$ cat src/sv/wdas_pkg.sv
// Shared types, codes and reset values for the winch descent/ascent sequencer.
package wdas_pkg;

  // Item kinds on the input channel
  localparam logic [1:0] KIND_TICK    = 2'd0;
  localparam logic [1:0] KIND_COMMAND = 2'd1;
  localparam logic [1:0] KIND_FRAME   = 2'd2;
  localparam logic [1:0] KIND_LIMIT   = 2'd3;

  // Command and sensor characters
  localparam logic [7:0] CHAR_GO     = 8'h47;  // 'G'
  localparam logic [7:0] CHAR_STOP   = 8'h53;  // 'S'
  localparam logic [7:0] CHAR_LOWER  = 8'h41;  // 'A'
  localparam logic [7:0] CHAR_UPPER  = 8'h42;  // 'B'

  // Throttle limits in microseconds
  localparam logic [10:0] PULSE_MIN = 11'd1000;
  localparam logic [10:0] PULSE_MAX = 11'd2000;

  localparam logic [15:0] COUNT_MAX = 16'hFFFF;

  // Configuration register indexes
  localparam logic [2:0] REG_NEAR_DISTANCE       = 3'd0;
  localparam logic [2:0] REG_ARRIVE_DISTANCE     = 3'd1;
  localparam logic [2:0] REG_DROP_WAIT_TICKS     = 3'd2;
  localparam logic [2:0] REG_PULSE_FREE_FALL     = 3'd3;
  localparam logic [2:0] REG_PULSE_DESCENT_BRAKE = 3'd4;
  localparam logic [2:0] REG_PULSE_LIFT_FAST     = 3'd5;
  localparam logic [2:0] REG_PULSE_ASCENT_BRAKE  = 3'd6;
  localparam logic [2:0] REG_PULSE_NEUTRAL       = 3'd7;

  // Configuration reset values
  localparam logic [15:0] RST_NEAR_DISTANCE       = 16'd4000;
  localparam logic [15:0] RST_ARRIVE_DISTANCE     = 16'd500;
  localparam logic [15:0] RST_DROP_WAIT_TICKS     = 16'd2000;
  localparam logic [10:0] RST_PULSE_FREE_FALL     = 11'd1400;
  localparam logic [10:0] RST_PULSE_DESCENT_BRAKE = 11'd1450;
  localparam logic [10:0] RST_PULSE_LIFT_FAST     = 11'd1650;
  localparam logic [10:0] RST_PULSE_ASCENT_BRAKE  = 11'd1600;
  localparam logic [10:0] RST_PULSE_NEUTRAL       = 11'd1500;

  // Operating modes
  typedef enum logic [2:0] {
    MODE_IDLE          = 3'd0,
    MODE_FREE_FALL     = 3'd1,
    MODE_DESCENT_BRAKE = 3'd2,
    MODE_PAYLOAD_DROP  = 3'd3,
    MODE_LIFT          = 3'd4,
    MODE_ASCENT_BRAKE  = 3'd5,
    MODE_HOLD          = 3'd6
  } mode_t;

  typedef struct packed {
    logic [1:0]  cmd;
    logic [7:0]  command_byte;
    logic [7:0]  sensor_id;
    logic [15:0] distance;
  } in_item_t;

  typedef struct packed {
    logic [2:0]  mode;
    logic [10:0] throttle_us;
  } out_item_t;

  typedef struct packed {
    logic [15:0] near_distance;
    logic [15:0] arrive_distance;
    logic [15:0] drop_wait_ticks;
    logic [10:0] pulse_free_fall;
    logic [10:0] pulse_descent_brake;
    logic [10:0] pulse_lift_fast;
    logic [10:0] pulse_ascent_brake;
    logic [10:0] pulse_neutral;
  } cfg_regs_t;

  // Limit a pulse width to the legal throttle range
  function automatic logic [10:0] clamp_pulse(input logic [10:0] us);
    logic [10:0] res;
    if (us < PULSE_MIN) begin
      res = PULSE_MIN;
    end else if (us > PULSE_MAX) begin
      res = PULSE_MAX;
    end else begin
      res = us;
    end
    return res;
  endfunction

endpackage

$ cat src/sv/wdas_cfg.sv
// Configuration register file for the sequencer.
module wdas_cfg (
  input  logic                clk,
  input  logic                rst_n,
  input  logic                cfg_we,
  input  logic [2:0]          cfg_index,
  input  logic [15:0]         cfg_wdata,
  output wdas_pkg::cfg_regs_t regs
);
  import wdas_pkg::*;

  cfg_regs_t regs_r;

  // Write one register per enabled cycle
  always_ff @(posedge clk) begin
    if (!rst_n) begin
      regs_r.near_distance       <= RST_NEAR_DISTANCE;
      regs_r.arrive_distance     <= RST_ARRIVE_DISTANCE;
      regs_r.drop_wait_ticks     <= RST_DROP_WAIT_TICKS;
      regs_r.pulse_free_fall     <= RST_PULSE_FREE_FALL;
      regs_r.pulse_descent_brake <= RST_PULSE_DESCENT_BRAKE;
      regs_r.pulse_lift_fast     <= RST_PULSE_LIFT_FAST;
      regs_r.pulse_ascent_brake  <= RST_PULSE_ASCENT_BRAKE;
      regs_r.pulse_neutral       <= RST_PULSE_NEUTRAL;
    end else if (cfg_we) begin
      unique case (cfg_index)
        REG_NEAR_DISTANCE:       regs_r.near_distance       <= cfg_wdata;
        REG_ARRIVE_DISTANCE:     regs_r.arrive_distance     <= cfg_wdata;
        REG_DROP_WAIT_TICKS:     regs_r.drop_wait_ticks     <= cfg_wdata;
        REG_PULSE_FREE_FALL:     regs_r.pulse_free_fall     <= cfg_wdata[10:0];
        REG_PULSE_DESCENT_BRAKE: regs_r.pulse_descent_brake <= cfg_wdata[10:0];
        REG_PULSE_LIFT_FAST:     regs_r.pulse_lift_fast     <= cfg_wdata[10:0];
        REG_PULSE_ASCENT_BRAKE:  regs_r.pulse_ascent_brake  <= cfg_wdata[10:0];
        REG_PULSE_NEUTRAL:       regs_r.pulse_neutral       <= cfg_wdata[10:0];
        default:                 regs_r.pulse_neutral       <= regs_r.pulse_neutral;
      endcase
    end
  end

  assign regs = regs_r;

endmodule

$ cat src/sv/wdas_core.sv
// Mode, throttle and drop-wait state with the per-item update logic.
module wdas_core (
  input  logic                 clk,
  input  logic                 rst_n,
  input  logic                 step_en,
  input  wdas_pkg::in_item_t   item,
  input  wdas_pkg::cfg_regs_t  regs,
  output wdas_pkg::out_item_t  result
);
  import wdas_pkg::*;

  mode_t       mode_r, mode_nxt;
  logic [10:0] throttle_r, throttle_nxt;
  logic [15:0] count_r, count_nxt;
  logic [15:0] count_inc;
  logic        lower_hit, upper_hit;

  assign lower_hit = (item.sensor_id == CHAR_LOWER);
  assign upper_hit = (item.sensor_id == CHAR_UPPER);
  assign count_inc = (count_r < COUNT_MAX) ? count_r + 16'd1 : count_r;

  // Work out the next mode from the item kind
  always_comb begin
    mode_nxt  = mode_r;
    count_nxt = count_r;
    unique case (item.cmd)
      KIND_TICK: begin
        if (mode_r == MODE_PAYLOAD_DROP) begin
          count_nxt = count_inc;
          if (count_inc >= regs.drop_wait_ticks) begin
            mode_nxt = MODE_LIFT;
          end
        end
      end
      KIND_COMMAND: begin
        if (item.command_byte == CHAR_GO) begin
          mode_nxt = MODE_FREE_FALL;
        end else if (item.command_byte == CHAR_STOP) begin
          mode_nxt = MODE_HOLD;
        end
      end
      KIND_FRAME: begin
        unique case (mode_r)
          MODE_FREE_FALL: begin
            if (lower_hit && item.distance < regs.near_distance) begin
              mode_nxt = MODE_DESCENT_BRAKE;
            end
          end
          MODE_DESCENT_BRAKE: begin
            if (lower_hit && item.distance < regs.arrive_distance) begin
              mode_nxt = MODE_PAYLOAD_DROP;
            end
          end
          MODE_LIFT: begin
            if (upper_hit && item.distance < regs.near_distance) begin
              mode_nxt = MODE_ASCENT_BRAKE;
            end
          end
          MODE_ASCENT_BRAKE: begin
            if (upper_hit && item.distance < regs.arrive_distance) begin
              mode_nxt = MODE_HOLD;
            end
          end
          default: mode_nxt = mode_r;
        endcase
      end
      default: mode_nxt = MODE_HOLD;
    endcase
    // Drop the wait count on any mode change
    if (mode_nxt != mode_r) begin
      count_nxt = '0;
    end
  end

  // Throttle follows the new mode; payload drop keeps the old value
  always_comb begin
    unique case (mode_nxt)
      MODE_FREE_FALL:     throttle_nxt = clamp_pulse(regs.pulse_free_fall);
      MODE_DESCENT_BRAKE: throttle_nxt = clamp_pulse(regs.pulse_descent_brake);
      MODE_PAYLOAD_DROP:  throttle_nxt = throttle_r;
      MODE_LIFT:          throttle_nxt = clamp_pulse(regs.pulse_lift_fast);
      MODE_ASCENT_BRAKE:  throttle_nxt = clamp_pulse(regs.pulse_ascent_brake);
      default:            throttle_nxt = clamp_pulse(regs.pulse_neutral);
    endcase
  end

  // Advance state on each input transfer
  always_ff @(posedge clk) begin
    if (!rst_n) begin
      mode_r     <= MODE_IDLE;
      throttle_r <= RST_PULSE_NEUTRAL;
      count_r    <= '0;
    end else if (step_en) begin
      mode_r     <= mode_nxt;
      throttle_r <= throttle_nxt;
      count_r    <= count_nxt;
    end
  end

  assign result.mode        = mode_nxt;
  assign result.throttle_us = throttle_nxt;

endmodule

$ cat src/sv/wdas_out_buf.sv
// Two-entry result buffer: output register plus skid register.
module wdas_out_buf (
  input  logic                clk,
  input  logic                rst_n,
  input  logic                push,
  input  wdas_pkg::out_item_t push_data,
  output logic                can_push,
  output logic                out_valid,
  input  logic                out_ready,
  output wdas_pkg::out_item_t out_data
);
  import wdas_pkg::*;

  logic      head_valid_r, skid_valid_r;
  out_item_t head_r, skid_r;
  logic      head_free;

  assign head_free = !head_valid_r || out_ready;

  // Refill the head from the skid first, then from the new result
  always_ff @(posedge clk) begin
    if (!rst_n) begin
      head_valid_r <= 1'b0;
      skid_valid_r <= 1'b0;
    end else if (head_free) begin
      if (skid_valid_r) begin
        head_valid_r <= 1'b1;
        skid_valid_r <= push;
      end else begin
        head_valid_r <= push;
      end
    end else if (push) begin
      skid_valid_r <= 1'b1;
    end
  end

  // Payload moves with the valid bits
  always_ff @(posedge clk) begin
    if (head_free) begin
      if (skid_valid_r) begin
        head_r <= skid_r;
        if (push) begin
          skid_r <= push_data;
        end
      end else if (push) begin
        head_r <= push_data;
      end
    end else if (push) begin
      skid_r <= push_data;
    end
  end

  assign can_push  = !skid_valid_r;
  assign out_valid = head_valid_r;
  assign out_data  = head_r;

endmodule

$ cat src/sv/winch_descent_ascent_sequencer.sv
// Top level of the winch descent/ascent mode sequencer.
//
// Usage:
//   Items arrive on the in_ channel (valid/ready): ticks, command bytes,
//   sensor distance frames and limit-switch events. Every transfer yields
//   exactly one result on the out_ channel: the mode and the throttle pulse
//   width in microseconds after that item.
//   The configuration port writes one of eight registers per cycle with
//   cfg_we high; write only while no results are outstanding.
// Timing:
//   The mode update is computed from the transferred item and the stored
//   state, and the result is registered into the output buffer at the transfer edge.
//   Throughput is one item per cycle while the output buffer has room.
//   A stalled receiver is absorbed by a two-entry output buffer (output
//   register plus skid register); in_ready drops only when both are full.
// Reset:
//   rst_n low for one clock returns to idle mode, throttle 1500 us, drop
//   wait count zero, configuration to defaults and empties the buffer.
module winch_descent_ascent_sequencer (
  input  logic                clk,
  input  logic                rst_n,
  input  logic                in_valid,
  output logic                in_ready,
  input  wdas_pkg::in_item_t  in_data,
  output logic                out_valid,
  input  logic                out_ready,
  output wdas_pkg::out_item_t out_data,
  input  logic                cfg_we,
  input  logic [2:0]          cfg_index,
  input  logic [15:0]         cfg_wdata
);
  import wdas_pkg::*;

  cfg_regs_t regs;
  out_item_t result;
  logic      in_xfer;

  assign in_xfer = in_valid && in_ready;

  wdas_cfg u_cfg (
    .clk       (clk),
    .rst_n     (rst_n),
    .cfg_we    (cfg_we),
    .cfg_index (cfg_index),
    .cfg_wdata (cfg_wdata),
    .regs      (regs)
  );

  wdas_core u_core (
    .clk     (clk),
    .rst_n   (rst_n),
    .step_en (in_xfer),
    .item    (in_data),
    .regs    (regs),
    .result  (result)
  );

  wdas_out_buf u_out_buf (
    .clk       (clk),
    .rst_n     (rst_n),
    .push      (in_xfer),
    .push_data (result),
    .can_push  (in_ready),
    .out_valid (out_valid),
    .out_ready (out_ready),
    .out_data  (out_data)
  );

  // Backpressure only when a result is already waiting
  a_ready_implies_pending: assert property (
    @(posedge clk) disable iff (!rst_n) !in_ready |-> out_valid
  ) else $error("input stalled with no result pending");

  // Results always carry a throttle inside the legal range
  a_throttle_range: assert property (
    @(posedge clk) disable iff (!rst_n)
      out_valid |-> (out_data.throttle_us >= PULSE_MIN &&
                     out_data.throttle_us <= PULSE_MAX)
  ) else $error("throttle out of range");

  // An input transfer always leaves a valid result at the output next cycle
  a_xfer_gives_result: assert property (
    @(posedge clk) disable iff (!rst_n) in_xfer |=> out_valid
  ) else $error("transfer produced no result");

  // Buffer is empty right after reset
  a_empty_after_reset: assert property (
    @(posedge clk) $past(!rst_n) |-> !out_valid
  ) else $error("result valid right after reset");

endmodule
$ cat config.mk
export PLATFORM = sky130hd
export DESIGN_NAME = winch_descent_ascent_sequencer
export DESIGN_NICKNAME = d
export VERILOG_FILES = /design/src/sv/wdas_pkg.sv /design/src/sv/wdas_cfg.sv /design/src/sv/wdas_core.sv /design/src/sv/wdas_out_buf.sv /design/src/sv/winch_descent_ascent_sequencer.sv
export SDC_FILE = /design/constraint.sdc
export NUM_CORES = 1
export LEC_CHECK = 0
export BUFFER_PORTS_ARGS = -buffer_cell sky130_fd_sc_hd__buf_2
export CAP_MARGIN = 10
export CORE_UTILIZATION = 55
export DETAILED_ROUTE_END_ITERATION = 10
export GPL_TIMING_DRIVEN = 1
export PLACE_DENSITY = 0.85
export RECOVER_POWER = 100
export REMOVE_ABC_BUFFERS = 1
export SLEW_MARGIN = 20
export SYNTH_ARGS = -nofsm -noshare
export SYNTH_HDL_FRONTEND = slang
export SYNTH_SLANG_ARGS = --single-unit
$ cat constraint.sdc
create_clock -name clk -period 4.2 [get_ports clk]
set_input_delay 0.63 -clock clk [delete_from_list [all_inputs] [get_ports clk]]
set_output_delay 0.63 -clock clk [all_outputs]
set_load 0.05 [all_outputs]
Yosys cells after proc, flatten, opt, wreduce, memory -nomap -nowiden --
Cells that the tools add are included.
Storage, ports and cells: flip-flop bits (word level) 163, bits in latches 0, bits in writable memories 0, ROM bits 0, input bits 58, output and inout bits 16, word-level logic and storage cells 115, memories 0
Operators by class: $add $sub $neg 1, $mul 0, divide/modulo/power cells 0, order comparisons 14, equality and inequality tests 25, shifts and indexed selects 0, mux-type cells 34, bitwise operators 0, reduce and logical (&&, ||, !) cells 24
Operators with widths (count):
- 11-bit two-way mux | 10
- 14-bit two-way mux | 5
- 16-bit two-way mux | 4
- 11-bit greater-than comparator, second input constant | 5
- 11-bit by 10-bit < comparator with 1-bit output, second input constant | 5
- 11-bit case mux with 5 select lines | 1
- 8-bit by 7-bit == test with 1-bit output, second input constant | 4
- 16-bit < comparator | 2
- 3-bit == test, second input constant | 8
- 3-bit two-way mux | 8
- 3-bit by 2-bit == test with 1-bit output, second input constant | 6
- 2-bit AND reduction | 9
- 16-bit by 1-bit adder with 16-bit output, second input constant | 1
- 16-bit >= comparator | 1
- 16-bit < comparator, second input constant | 1
- 3-bit case mux with 4 select lines | 1
- 3-bit by 1-bit == test with 1-bit output, second input constant | 3
- 3-bit case mux with 3 select lines | 1
- 2-bit nonzero test | 4
- 1-bit logical AND | 5
- 1-bit two-way mux | 4
- 3-bit zero test | 1
- 3-bit != test | 1
- 3-bit AND reduction | 1
- 6 further kinds | 7

Longest topological paths before layout --
Gate-level depths: netlist of the first run.
word-level depth 11, mapped depth 25, depth with buffers taken out 21

Hierarchy --
A second synthesis of the first run with hierarchy kept.
Second synthesis, totals: cell total of the unflattened synthesis 1023, area total of the unflattened synthesis 9516.6 um2
Modules (own cells, without submodules):
- wdas_core | times used 1, cells each 597, area an instance 4436.8 um2, sequential area each 600.6 um2
- wdas_cfg | times used 1, cells each 370, area an instance 3923.8 um2, sequential area each 2062.0 um2
- wdas_out_buf | times used 1, cells each 55, area an instance 1149.9 um2, sequential area each 880.8 um2
- winch_descent_ascent_sequencer | times used 1, cells each 1, area an instance 6.3 um2, sequential area each 0.0 um2

Least setup slack after synthesis of the first run --
Ideal clock, no wire load.
path type flip-flop to flip-flop, start reg u_core.count_r[5], end reg u_out_buf.head_r, in the netlist u_out_buf.out_data[8] (data pin), setup time 261 ps, arrival time 4270 ps, required time 3939 ps, slack -331 ps, cell stages (with the launch flop) 24, buffers on the path 3, period minus slack after synthesis 4531 ps, cells stage by stage dfxtp_1 > and4_1 > and3_1 > and3_1 > nand2_1 > or3_1 > clkbuf_1 > and2_1 > clkbuf_1 > nand2_1 > or3_1 > nand2_1 > ha_1 > nand4_1 > a21oi_1 > a31oi_1 > a31oi_1 > nor2_1 > buf_4 > a31oi_2 > a31oi_1 > or2_1 > o221a_1 > mux2_4
RTL lines:
- start: declaration | RTL line wdas_core.sv:14 | logic [15:0] count_r, count_nxt;
- start signal: assignment | RTL line wdas_core.sv:96 | count_r <= count_nxt;
- end signal: assignment | RTL line wdas_out_buf.sv:41 | head_r <= skid_r;
- end signal: assignment | RTL line wdas_out_buf.sv:46 | head_r <= push_data;
- end: declaration | RTL line wdas_out_buf.sv:15 | out_item_t head_r, skid_r;

==> results of run 1 <==
==> layer usage <==
layer	track usage	routed length, µm	vias to the layer above
met5	0	0	-
li1	-	-	4212
met4	0.152	1030	0
met3	0.0729	2300	107
met1	0.428	11600	4364
met2	0.543	13000	464
==> flip-flops by register name, indices dropped and copies added, names as in the netlist <==
| signal | count |
|---|---|
| u_out_buf.skid_r | 14 |
| u_out_buf.out_data | 14 |
| u_core.count_r | 16 |
| u_cfg.regs | 103 |
| u_out_buf.skid_valid_r | 1 |
| u_core.mode_r | 3 |
| u_out_buf.out_valid | 1 |
| u_core.throttle_r | 11 |
==> layout make-up <==
| cell class | instances | area, µm² | area share |
|---|---|---|---|
| Tap cell | 216 | 270 | 0.0240 |
| Clock inverter | 12 | 154 | 0.0137 |
| Clock buffer | 20 | 447 | 0.0397 |
| Timing Repair Buffer | 173 | 1120 | 0.0993 |
| Sequential cell | 163 | 3550 | 0.315 |
| Inverter | 72 | 283 | 0.0251 |
| Multi-Input combinational cell | 812 | 5440 | 0.483 |
==> kinds of logic (layout without fill, tap and decap cells) <==
logic type,count (synthesis),count (layout),synth area share
compound gates,280,281,0.217
xor+xnor,8,8,0.00971
fa+ha+maj,47,47,0.0643
buf+inv,135,277,0.0607
flops,163,163,0.387
mux,17,17,0.0204
simple gates,459,459,0.240
==> power by group through the flow <==
stage / Clock [mW] / Sequential [mW] / Combinational (mW)
2_1_floorplan: 0 / 1.81 / 0.348
3_3_place_gp: 0 / 1.75 / 0.664
3_5_place_dp: 0 / 1.75 / 0.682
4_1_cts: 1.61 / 1.72 / 0.741
5_1_grt: 1.67 / 1.73 / 0.838
6_report: 1.60 / 1.72 / 0.786
==> through the flow <==
step,hold slack [ns],power [mW],utilization,cells
after floorplan,0.436,2.15,-,1046
after global placement,0.445,2.41,0.632,1419
after detailed placement,0.453,2.43,0.632,1419
after CTS,0.458,4.06,0.693,1458
after global routing,0.465,4.24,0.701,1468
final,0.463,4.11,0.701,1468
==> how the worst max path moves through the flow <==
| stage | slack (ns) | cells after the start | end |
|---|---|---|---|
| after global routing | -0.32 | 18 | u_out_buf.out_data[8]$_DFFE_PP_ |
| after CTS | -0.11 | 19 | u_out_buf.out_data[8]$_DFFE_PP_ |
| after detailed placement | -0.29 | 22 | u_out_buf.out_data[4]$_DFFE_PP_ |
| final | -0.20 | 19 | u_out_buf.out_data[8]$_DFFE_PP_ |
| after global placement | -0.19 | 20 | u_out_buf.out_data[1]$_DFFE_PP_ |
| after floorplan | -1.17 | 21 | u_out_buf.out_data[8]$_DFFE_PP_ |
==> worst max-delay path, cell delays in order (launching register included) <==
cell,delay [ns]
dfxtp_2,0.32
and4_1,0.21
and3_4,0.18
and3_4,0.19
nand2_2,0.06
or3_4,0.37
and2_4,0.17
buf_4,0.14
xor2_1,0.15
ha_1,0.19
a2111o_1,0.33
a31oi_4,0.23
nand3_4,0.13
buf_4,0.17
a21o_1,0.19
a31oi_4,0.23
a31oi_4,0.06
or2_1,0.27
o221a_1,0.28
mux2_4,0.26
==> cells in the final DEF, fill, tap and decap left out, types with 5 or more instances in the layout <==
cell	n
edfxtp_1	28
clkbuf_1	25
buf_6	12
a21oi_1	71
nor2b_1	11
xnor2_1	5
mux2i_1	7
nand3_1	49
o21ai_1	6
mux2_2	6
o21ai_0	27
ha_1	44
o22ai_1	5
nor3_1	12
nand4_1	19
nor2_1	42
buf_4	82
o21a_1	6
nand2_1	245
clkbuf_16	17
nor3b_1	6
a21o_1	8
o211ai_1	30
nand2_2	5
inv_1	66
a21boi_0	24
dfxtp_1	132
a22o_1	11
a31oi_1	11
nand3b_1	6
nand2b_1	11
buf_2	56
==> what timing repair did <==
action | in CTS | in global routing
hold buffers | 0 | 0
pin swaps | 28 | 37
gates resized for setup | 68 | 30
hold endpoints to repair | 0 | 0
buffers inserted | 6 | 11
setup endpoints to repair | 44 | 49
cloned | 1 | 0
==> results.py, run 1 <==
metrics = {
    "cts": {
        "clockBufferDepth": 2,
        "path_clk_slew_ns": 0.06,
        "root_buffer": "clkbuf_16",
        "cts_buffers": 17,
        "tritoncts": "done",
        "h-tree-depth": 4,
        "clock-sinks": 163,
        "clk_latency_ns": 0.43,
    },
    "synth": {
        "postSynthCellCount": 1109,
        "synth-seq-cells": 163,
        "synth_cell_types": 96,
        "synth_ff_type": "dfxtp_1",
        "synth_edf_count": 28,
        "yosysTopAreaCellShare": 0.295,
        "yosysMostFrequentCell": "nand2_1",
        "ys_top_cells_by_count": "nand2_1, dfxtp_1, a21oi_1",
        "synth_area_leaders": "dfxtp_1, nand2_1, edfxtp_1",
        "ys_warn_count": 0,
        "avgSynthCellArea_um2": 8.25,
        "synth_area_mm2": 0.00915,
        "async_reset_ff_frac": 0,
        "ys_seq_area_frac": 0.387,
        "yosysTopAreaCell": "dfxtp_1",
    },
    "critical_path": {
        "crit_start": "u_core.count_r[4]$_SDFFE_PN0P_",
        "r2r-end": "u_out_buf.out_data[8]$_DFFE_PP_",
        "worstSetupPathType": "reg2reg",
        "critPathArrivalTime_ns": 4.58,
        "crit_path_max_fanout": 4,
        "reg2reg_from": "u_core.count_r[4]$_SDFFE_PN0P_",
        "end_kind": "register",
        "regToRegSetupSlack_ns": -0.20,
        "cp-start-kind": "register",
        "ff2ff_path_depth": 19,
        "worstPathRequired_ns": 4.38,
    },
    "pwr": {
        "power.density_mw_per_mm2": 365,
        "p_comb_frac": 0.191,
        "seq_power_share": 0.419,
        "leakage_nw": 4.53,
        "intPower_mw": 2.94,
        "power_frac_clock": 0.390,
        "swShare": 0.286,
        "irDropWorstVdd_mv": 0.321,
        "p_sw_mw": 1.18,
    },
    "floorplan": {
        "ios": 74,
        "coreArea_mm2": 0.0161,
        "die_y_um": 131,
        "die_area_mm2": 0.0171,
        "start_util": 0.570,
        "rows": 46,
        "fp.dieW_um": 131,
    },
    "detailed_routing": {
        "vias": 9147,
        "via_per_inst": 6.23,
        "wire_per_inst_um": 19.1,
        "drt_pass1_iterations": 7,
        "detail-route-antenna-nets": 0,
        "first_iter_violations": 1022,
        "wirelength_um": 28000,
        "drcViolationCount": 0,
    },
    "worst_hold_path": {
        "hold_path_class": "reg2reg",
        "min_to": "u_cfg.regs[101]$_SDFFE_PN0P_",
        "holdPathStages": 2,
        "hold_start": "u_cfg.regs[101]$_SDFFE_PN0P_",
    },
    "sta": {
        "hold_violations": 0,
        "period_minus_slack_ns": 4.40,
        "slew_viol_final": 30,
        "fin_skew_ns": 0.0100,
        "finalCritPeriodShare": 1.05,
        "relSlewSlack": -0.0480,
        "setup_tns_ns": -2.19,
        "finalSetupViolCount": 33,
        "setup_slack_ns": -0.196,
        "tightest_slew_ns": 1.57,
        "grt_setup_unrepaired": "yes",
        "fmax_mhz": 227,
    },
    "finish": {
        "final_area_mm2": 0.0113,
        "insertedDiodeCount": 0,
        "synthToLayoutAreaGrowth_pct": 23.1,
        "final.fill_count": 1204,
        "drive_gt1_frac": 0.225,
        "nets": 1344,
    },
    "place": {
        "place_ws_ns": -0.290,
        "hpwl_um": 19600,
        "place_area_mm2": 0.0101,
        "io_buffer_count": 73,
        "routabilityCongestion": 0.968,
    },
    "run": {
        "maxCapViolations": 1,
    },
    "global_routing": {
        "grt_max_degree": 38,
        "grt-ovfl-total": 0,
        "grtUsageTotal": 0.335,
        "grt_pass1_vias": 8614,
        "antenna_found_initial": 0,
        "grt_pass1_wl_um": 44000,
    },
    "status": {
        "violations": "max-capacitance violations, max-slew violations, negative setup slack",
        "status": "complete, but fails checks",
    },
}
Power figures use the tool's default switching activity.
==> run 2: changes to the inputs <==
--- a/config.mk
+++ b/config.mk
@@ -7,7 +7,9 @@
 export LEC_CHECK = 0
 export BUFFER_PORTS_ARGS = -buffer_cell sky130_fd_sc_hd__buf_2
 export CAP_MARGIN = 10
-export CORE_UTILIZATION = 55
+export CELL_PAD_IN_SITES_DETAIL_PLACEMENT = 1
+export CELL_PAD_IN_SITES_GLOBAL_PLACEMENT = 1
+export CORE_UTILIZATION = 43
 export DETAILED_ROUTE_END_ITERATION = 10
 export GPL_TIMING_DRIVEN = 1
 export PLACE_DENSITY = 0.85
@@ -16,4 +18,5 @@
 export SLEW_MARGIN = 20
 export SYNTH_ARGS = -nofsm -noshare
 export SYNTH_HDL_FRONTEND = slang
+export SYNTH_HIERARCHICAL = 1
 export SYNTH_SLANG_ARGS = --single-unit
==> results.py, run 2 <==
metrics = {
    "status": {
        "status": "complete, but fails checks",
        "violations": "max-capacitance violations, max-slew violations, negative setup slack",
    },
    "synth": {
        "yosysMostFrequentCell": "dfxtp_1",
        "ys_seq_area_frac": 0.372,
        "postSynthCellCount": 1023,
        "ys_top_cells_by_count": "dfxtp_1, nand2_1, mux2i_1",
        "synth_fa_ha_area_frac": 0.0649,
        "synth.mux.area_fraction": 0.130,
        "synth_ff_type": "dfxtp_1",
        "ys_warn_count": 6,
        "synth_area_mm2": 0.00952,
        "synth-seq-cells": 163,
        "avgSynthCellArea_um2": 9.30,
        "synth_cell_types": 98,
        "yosysTopAreaCell": "dfxtp_1",
        "synth_area_leaders": "dfxtp_1, mux2i_1, edfxtp_1",
        "async_reset_ff_frac": 0,
        "synth_compound_area_frac": 0.154,
        "synth_top_family_by_area": "simple AND/OR/NAND/NOR gates",
        "synth_edf_count": 28,
        "synth-xor-area-share": 0.0120,
        "yosysTopAreaCellShare": 0.284,
        "yosys.area_share.simple": 0.202,
    },
    "cts": {
        "clk_latency_ns": 0.46,
        "cts_buffers": 17,
        "root_buffer": "clkbuf_16",
        "path_clk_slew_ns": 0.07,
        "h-tree-depth": 4,
        "clock-sinks": 163,
        "hold_buffers": 0,
        "clockBufferDepth": 2,
        "tritoncts": "done",
    },
    "place": {
        "routabilityCongestion": 0.897,
        "hpwl_um": 21800,
        "io_buffer_count": 73,
        "place_area_mm2": 0.0105,
    },
    "finish": {
        "final_area_mm2": 0.0123,
        "drive_gt1_frac": 0.289,
        "nets": 1296,
        "layout_commonest_cell": "dfxtp_1",
        "final_util": 0.565,
        "synthToLayoutAreaGrowth_pct": 29.3,
        "largest_reg_flops": 103,
        "insertedDiodeCount": 0,
        "final_cell_mix": "dfxtp_1, nand2_1, mux2i_1",
    },
    "sta": {
        "relSlewSlack": -0.438,
        "hold_violations": 0,
        "fin_skew_ns": 0.00899,
        "worst_hold_slack_ns": 0.449,
        "finalCritPeriodShare": 1.26,
        "slew_viol_final": 105,
        "period_minus_slack_ns": 5.29,
        "tightest_slew_ns": 2.16,
        "finalSetupViolCount": 53,
        "fmax_mhz": 189,
        "grt_setup_unrepaired": "yes",
        "setup_slack_ns": -1.09,
    },
    "critical_path": {
        "cp-start-kind": "register",
        "path_cells": "nand4_1 -> nor3_2 -> and4_1 -> nand3_2 -> buf_6 -> nand4_1 -> nor2_2 -> xor2_1 -> ha_1 -> nand4_1 -> nor3_2 -> or3_4 -> a211oi_4 -> o21a_4 -> buf_6 -> inv_4 -> buf_6 -> buf_12 -> o211ai_1 -> nand3_2 -> and2_4 -> mux2_2",
        "critPathArrivalTime_ns": 5.49,
        "worstSetupPathType": "reg2reg",
        "cpMaxStageDelayCell": "o211ai_1",
        "crit_path_max_fanout": 7,
        "worstPathRequired_ns": 4.40,
        "end_kind": "register",
        "critPathMaxStageDelay_ns": 0.52,
    },
    "pwr": {
        "power_mw": 4.54,
        "power.density_mw_per_mm2": 369,
        "irDropWorstVdd_mv": 0.350,
        "leakage_nw": 5.43,
    },
    "floorplan": {
        "ios": 74,
        "die_y_um": 151,
        "fp.dieW_um": 151,
        "coreArea_mm2": 0.0218,
        "die_area_mm2": 0.0227,
        "start_util": 0.437,
        "rows": 54,
    },
    "detailed_routing": {
        "wire_per_inst_um": 29.5,
        "drt_pass1_iterations": 6,
        "first_iter_violations": 1171,
        "drcViolationCount": 0,
        "via_per_inst": 6.65,
        "detail-route-antenna-nets": 0,
        "wirelength_um": 43800,
        "vias": 9869,
    },
    "global_routing": {
        "grt_pass1_vias": 9641,
        "grt_max_degree": 49,
        "antenna_found_initial": 1,
        "grt-ovfl-total": 0,
        "grtUsageTotal": 0.314,
        "grt_pass1_wl_um": 53800,
    },
    "run": {
        "maxCapViolations": 3,
    },
    "worst_hold_path": {
        "hold_path_class": "in2reg",
    },
}
## run 2: cell types whose count changed in the layout (fill, tap and decap cells not counted), sizes merged, moves of 26 or more
cell,before,now
nand2,253,120
mux2i,7,103
nor2b,11,63
a21oi,76,40
o211ai,32,6
## run 2: cell families after synthesis
logic type / count (synthesis)
XOR/XNOR: 13
adder cells (fa/ha/maj): 50
flip-flops: 163
AO/OA/AOI/OAI: 191
buffers and inverters: 123
AND/OR/NAND/NOR: 364
multiplexers: 119
## run 2: final timing paths
kind | startpoint | endpoint | slack [ns] | depth (start not counted)
worst max-delay path | u_core/count_r[4]$_SDFFE_PN0P_ | u_out_buf/out_data[9]$_DFFE_PP_ | -1.09 | 22
worst min-delay path | cfg_wdata[10] | u_cfg/regs[81]$_SDFFE_PN0P_ | 0.45 | 3
worst max register to register | u_core/count_r[4]$_SDFFE_PN0P_ | u_out_buf/out_data[9]$_DFFE_PP_ | -1.09 | 22
worst min register to register | u_cfg/regs[82]$_SDFFE_PN0P_ | u_cfg/regs[82]$_SDFFE_PN0P_ | 0.46 | 2
## run 2: area by class of cell
cell class / instances / area [µm²]
clock inverters: 15 / 243
repair buffers: 198 / 1420
fillers: 2449 / 9460
well taps: 280 / 350
clock buffers: 17 / 425
repair inverters: 1 / 8.76
multi-input cells: 738 / 6020
flip-flops and latches: 163 / 3550
inverters: 72 / 288
## run 2: per-layer routing
metal	GRT usage	share of wire	up-vias
li1	-	-	4014
met1	0.362	0.37	4815
met2	0.533	0.45	733
met3	0.0639	0.086	303
met4	0.191	0.085	4
met5	0.0136	0.0011	-
## run 2: timing repair
item,4_1_cts,5_1_grt
pin swaps,38,62
gates cloned,3,1
setup buffers,20,28
endpoints found under the setup margin,51,51
gates resized for setup,62,106
## run 2: power by group
group	leakage (nW)	internal, mW	switching (mW)
sequential	1.36	1.66	0.0550
combinational	3.75	0.373	0.589
clock	0.321	1.08	0.779
total	5.43	3.11	1.42
## run 2: metrics by stage
step	cells	TNS, ns	worst slack [ns]
CTS	1461	-6.82	-0.379
floorplan	972	-26.41	-0.840
detailed placement	1407	-20.98	-0.722
global placement	1407	-9.87	-0.493
finish	1484	-38.15	-1.09
global route	1484	-44.42	-1.18
## run 2: worst max-delay path: cells and delay by family (launching register included)
| family | cells | cell delay [ns] |
|---|---|---|
| compound gates | 3 | 1.12 |
| xor+xnor | 1 | 0.25 |
| fa+ha+maj | 1 | 0.32 |
| buf+inv | 5 | 0.59 |
| flops | 1 | 0.33 |
| mux | 1 | 0.27 |
| simple gates | 11 | 2.13 |
==> run 3: changes to the inputs <==
--- a/config.mk
+++ b/config.mk
@@ -15,6 +15,7 @@
 export PLACE_DENSITY = 0.85
 export RECOVER_POWER = 100
 export REMOVE_ABC_BUFFERS = 1
+export SKIP_LAST_GASP = 1
 export SLEW_MARGIN = 20
 export SYNTH_ARGS = -nofsm -noshare
 export SYNTH_HDL_FRONTEND = slang
==> results.py, run 3 (same netlist as run 2, synthesis figures left out) <==
metrics = {
    "sta": {
        "finalSetupViolCount": 54,
        "fin_skew_ns": 0.0141,
        "hold_violations": 0,
        "tightest_slew_ns": 2.13,
        "slew_viol_final": 74,
        "grt_setup_unrepaired": "yes",
        "finalCritPeriodShare": 1.29,
        "relSlewSlack": -0.422,
        "fmax_mhz": 184,
        "period_minus_slack_ns": 5.42,
        "setup_slack_ns": -1.22,
        "setup_tns_ns": -43.46,
    },
    "global_routing": {
        "grtUsageTotal": 0.318,
        "antenna_found_initial": 1,
        "grt-ovfl-total": 0,
        "grt_max_degree": 49,
        "grt_pass1_wl_um": 54200,
        "grt_pass1_vias": 9722,
    },
    "floorplan": {
        "fp.dieW_um": 151,
        "rows": 54,
        "ios": 74,
        "die_y_um": 151,
        "die_area_mm2": 0.0227,
        "coreArea_mm2": 0.0218,
        "start_util": 0.437,
    },
    "detailed_routing": {
        "first_iter_violations": 1026,
        "vias": 9856,
        "via_per_inst": 6.59,
        "drcViolationCount": 0,
        "wire_per_inst_um": 29.2,
        "wirelength_um": 43700,
        "detail-route-antenna-nets": 0,
        "drt_pass1_iterations": 7,
    },
    "finish": {
        "layout_commonest_cell": "dfxtp_1",
        "drive_gt1_frac": 0.303,
        "final_util": 0.573,
        "seqCellArea_mm2": 0.00355,
        "multi_input_comb_area_mm2": 0.00609,
        "nets": 1306,
        "synthToLayoutAreaGrowth_pct": 31.1,
        "final.fill_count": 2415,
        "final_cell_mix": "dfxtp_1, nand2_1, mux2i_1",
        "largest_reg_flops": 103,
    },
    "critical_path": {
        "cp-start-kind": "register",
        "critPathArrivalTime_ns": 5.62,
        "crit_family": "simple AND/OR/NAND/NOR gates",
        "worstPathRequired_ns": 4.40,
        "cp_common_cell": "buf_4",
        "crit_path_max_fanout": 7,
        "regToRegSetupSlack_ns": -1.22,
        "worstSetupPathType": "reg2reg",
        "critPathMaxStageDelay_ns": 0.34,
        "path_buf_inv": 7,
        "end_kind": "register",
        "cpMaxStageDelayCell": "dfxtp_2",
    },
    "place": {
        "routabilityCongestion": 0.897,
        "hpwl_um": 21800,
        "io_buffer_count": 73,
    },
    "cts": {
        "path_clk_slew_ns": 0.07,
        "clockBufferDepth": 2,
        "root_buffer": "clkbuf_16",
        "clock-sinks": 163,
        "tritoncts": "done",
        "h-tree-depth": 4,
        "cts_buffers": 17,
        "clk_latency_ns": 0.46,
    },
    "status": {
        "violations": "max-capacitance violations, max-slew violations, negative setup slack",
        "status": "complete, but fails checks",
    },
    "pwr": {
        "power.density_mw_per_mm2": 367,
        "irDropWorstVdd_mv": 0.349,
        "leakage_nw": 5.50,
    },
    "worst_hold_path": {
        "hold_path_class": "in2reg",
    },
    "run": {
        "maxCapViolations": 2,
    },
}
[run 3: layout make-up]
| cell class | count | share of cell area |
|---|---|---|
| timing repair inverter | 1 | 0.00130 |
| sequential | 163 | 0.284 |
| inverter | 72 | 0.0235 |
| clock inverter | 15 | 0.0195 |
| timing repair buffer | 208 | 0.121 |
| antenna | 1 | 0.000201 |
| clock buffer | 17 | 0.0341 |
| tap | 280 | 0.0281 |
| multi-input combinational | 738 | 0.488 |
[run 3: routing by layer]
metal | vias up | track usage | routed length [µm]
met1 | 4771 | 0.365 | 16300
met5 | - | 0 | 0
li1 | 4039 | - | -
met4 | 0 | 0.214 | 3580
met2 | 736 | 0.531 | 19900
met3 | 310 | 0.0652 | 3900
[run 3: final timing paths]
kind                                                     start                         endpoint  cells past startpoint
worst max-delay path            u_core/count_r[4]$_SDFFE_PN0P_  u_out_buf/out_data[9]$_DFFE_PP_                     25
worst min-delay path                             cfg_wdata[10]      u_cfg/regs[81]$_SDFFE_PN0P_                      3
worst min register to register     u_cfg/regs[82]$_SDFFE_PN0P_      u_cfg/regs[82]$_SDFFE_PN0P_                      2
worst max register to register  u_core/count_r[4]$_SDFFE_PN0P_  u_out_buf/out_data[9]$_DFFE_PP_                     25
[run 3: repair_timing]
item	4_1_cts	5_1_grt
setup endpoints to repair	51	55
gates cloned	3	1
hold buffers	0	0
setup buffers	20	42
resized for setup	54	132
pin swaps	38	65
[run 3: worst min-delay path, stage by stage]
cell	delay, ns
buf_2	0.11
nand2_1	0.06
mux2i_1	0.06
[run 3: power by group]
group / switching [mW] / internal, mW
clock: 0.785 / 1.08
combinational: 0.592 / 0.400
sequential: 0.0545 / 1.66
total: 1.43 / 3.14
[run 3: per-stage QoR]
step,area [µm²],power [mW],hold WS (ns),cells,worst slack [ns]
6_report,12500,4.57,0.451,1495,-1.22
3_5_place_dp,10500,2.42,0.456,1407,-0.722
2_1_floorplan,9180,2.14,0.435,972,-0.840
4_1_cts,11600,4.27,0.443,1461,-0.379
3_3_place_gp,10500,2.39,0.444,1407,-0.493
5_1_grt,12500,4.66,0.469,1495,-1.22
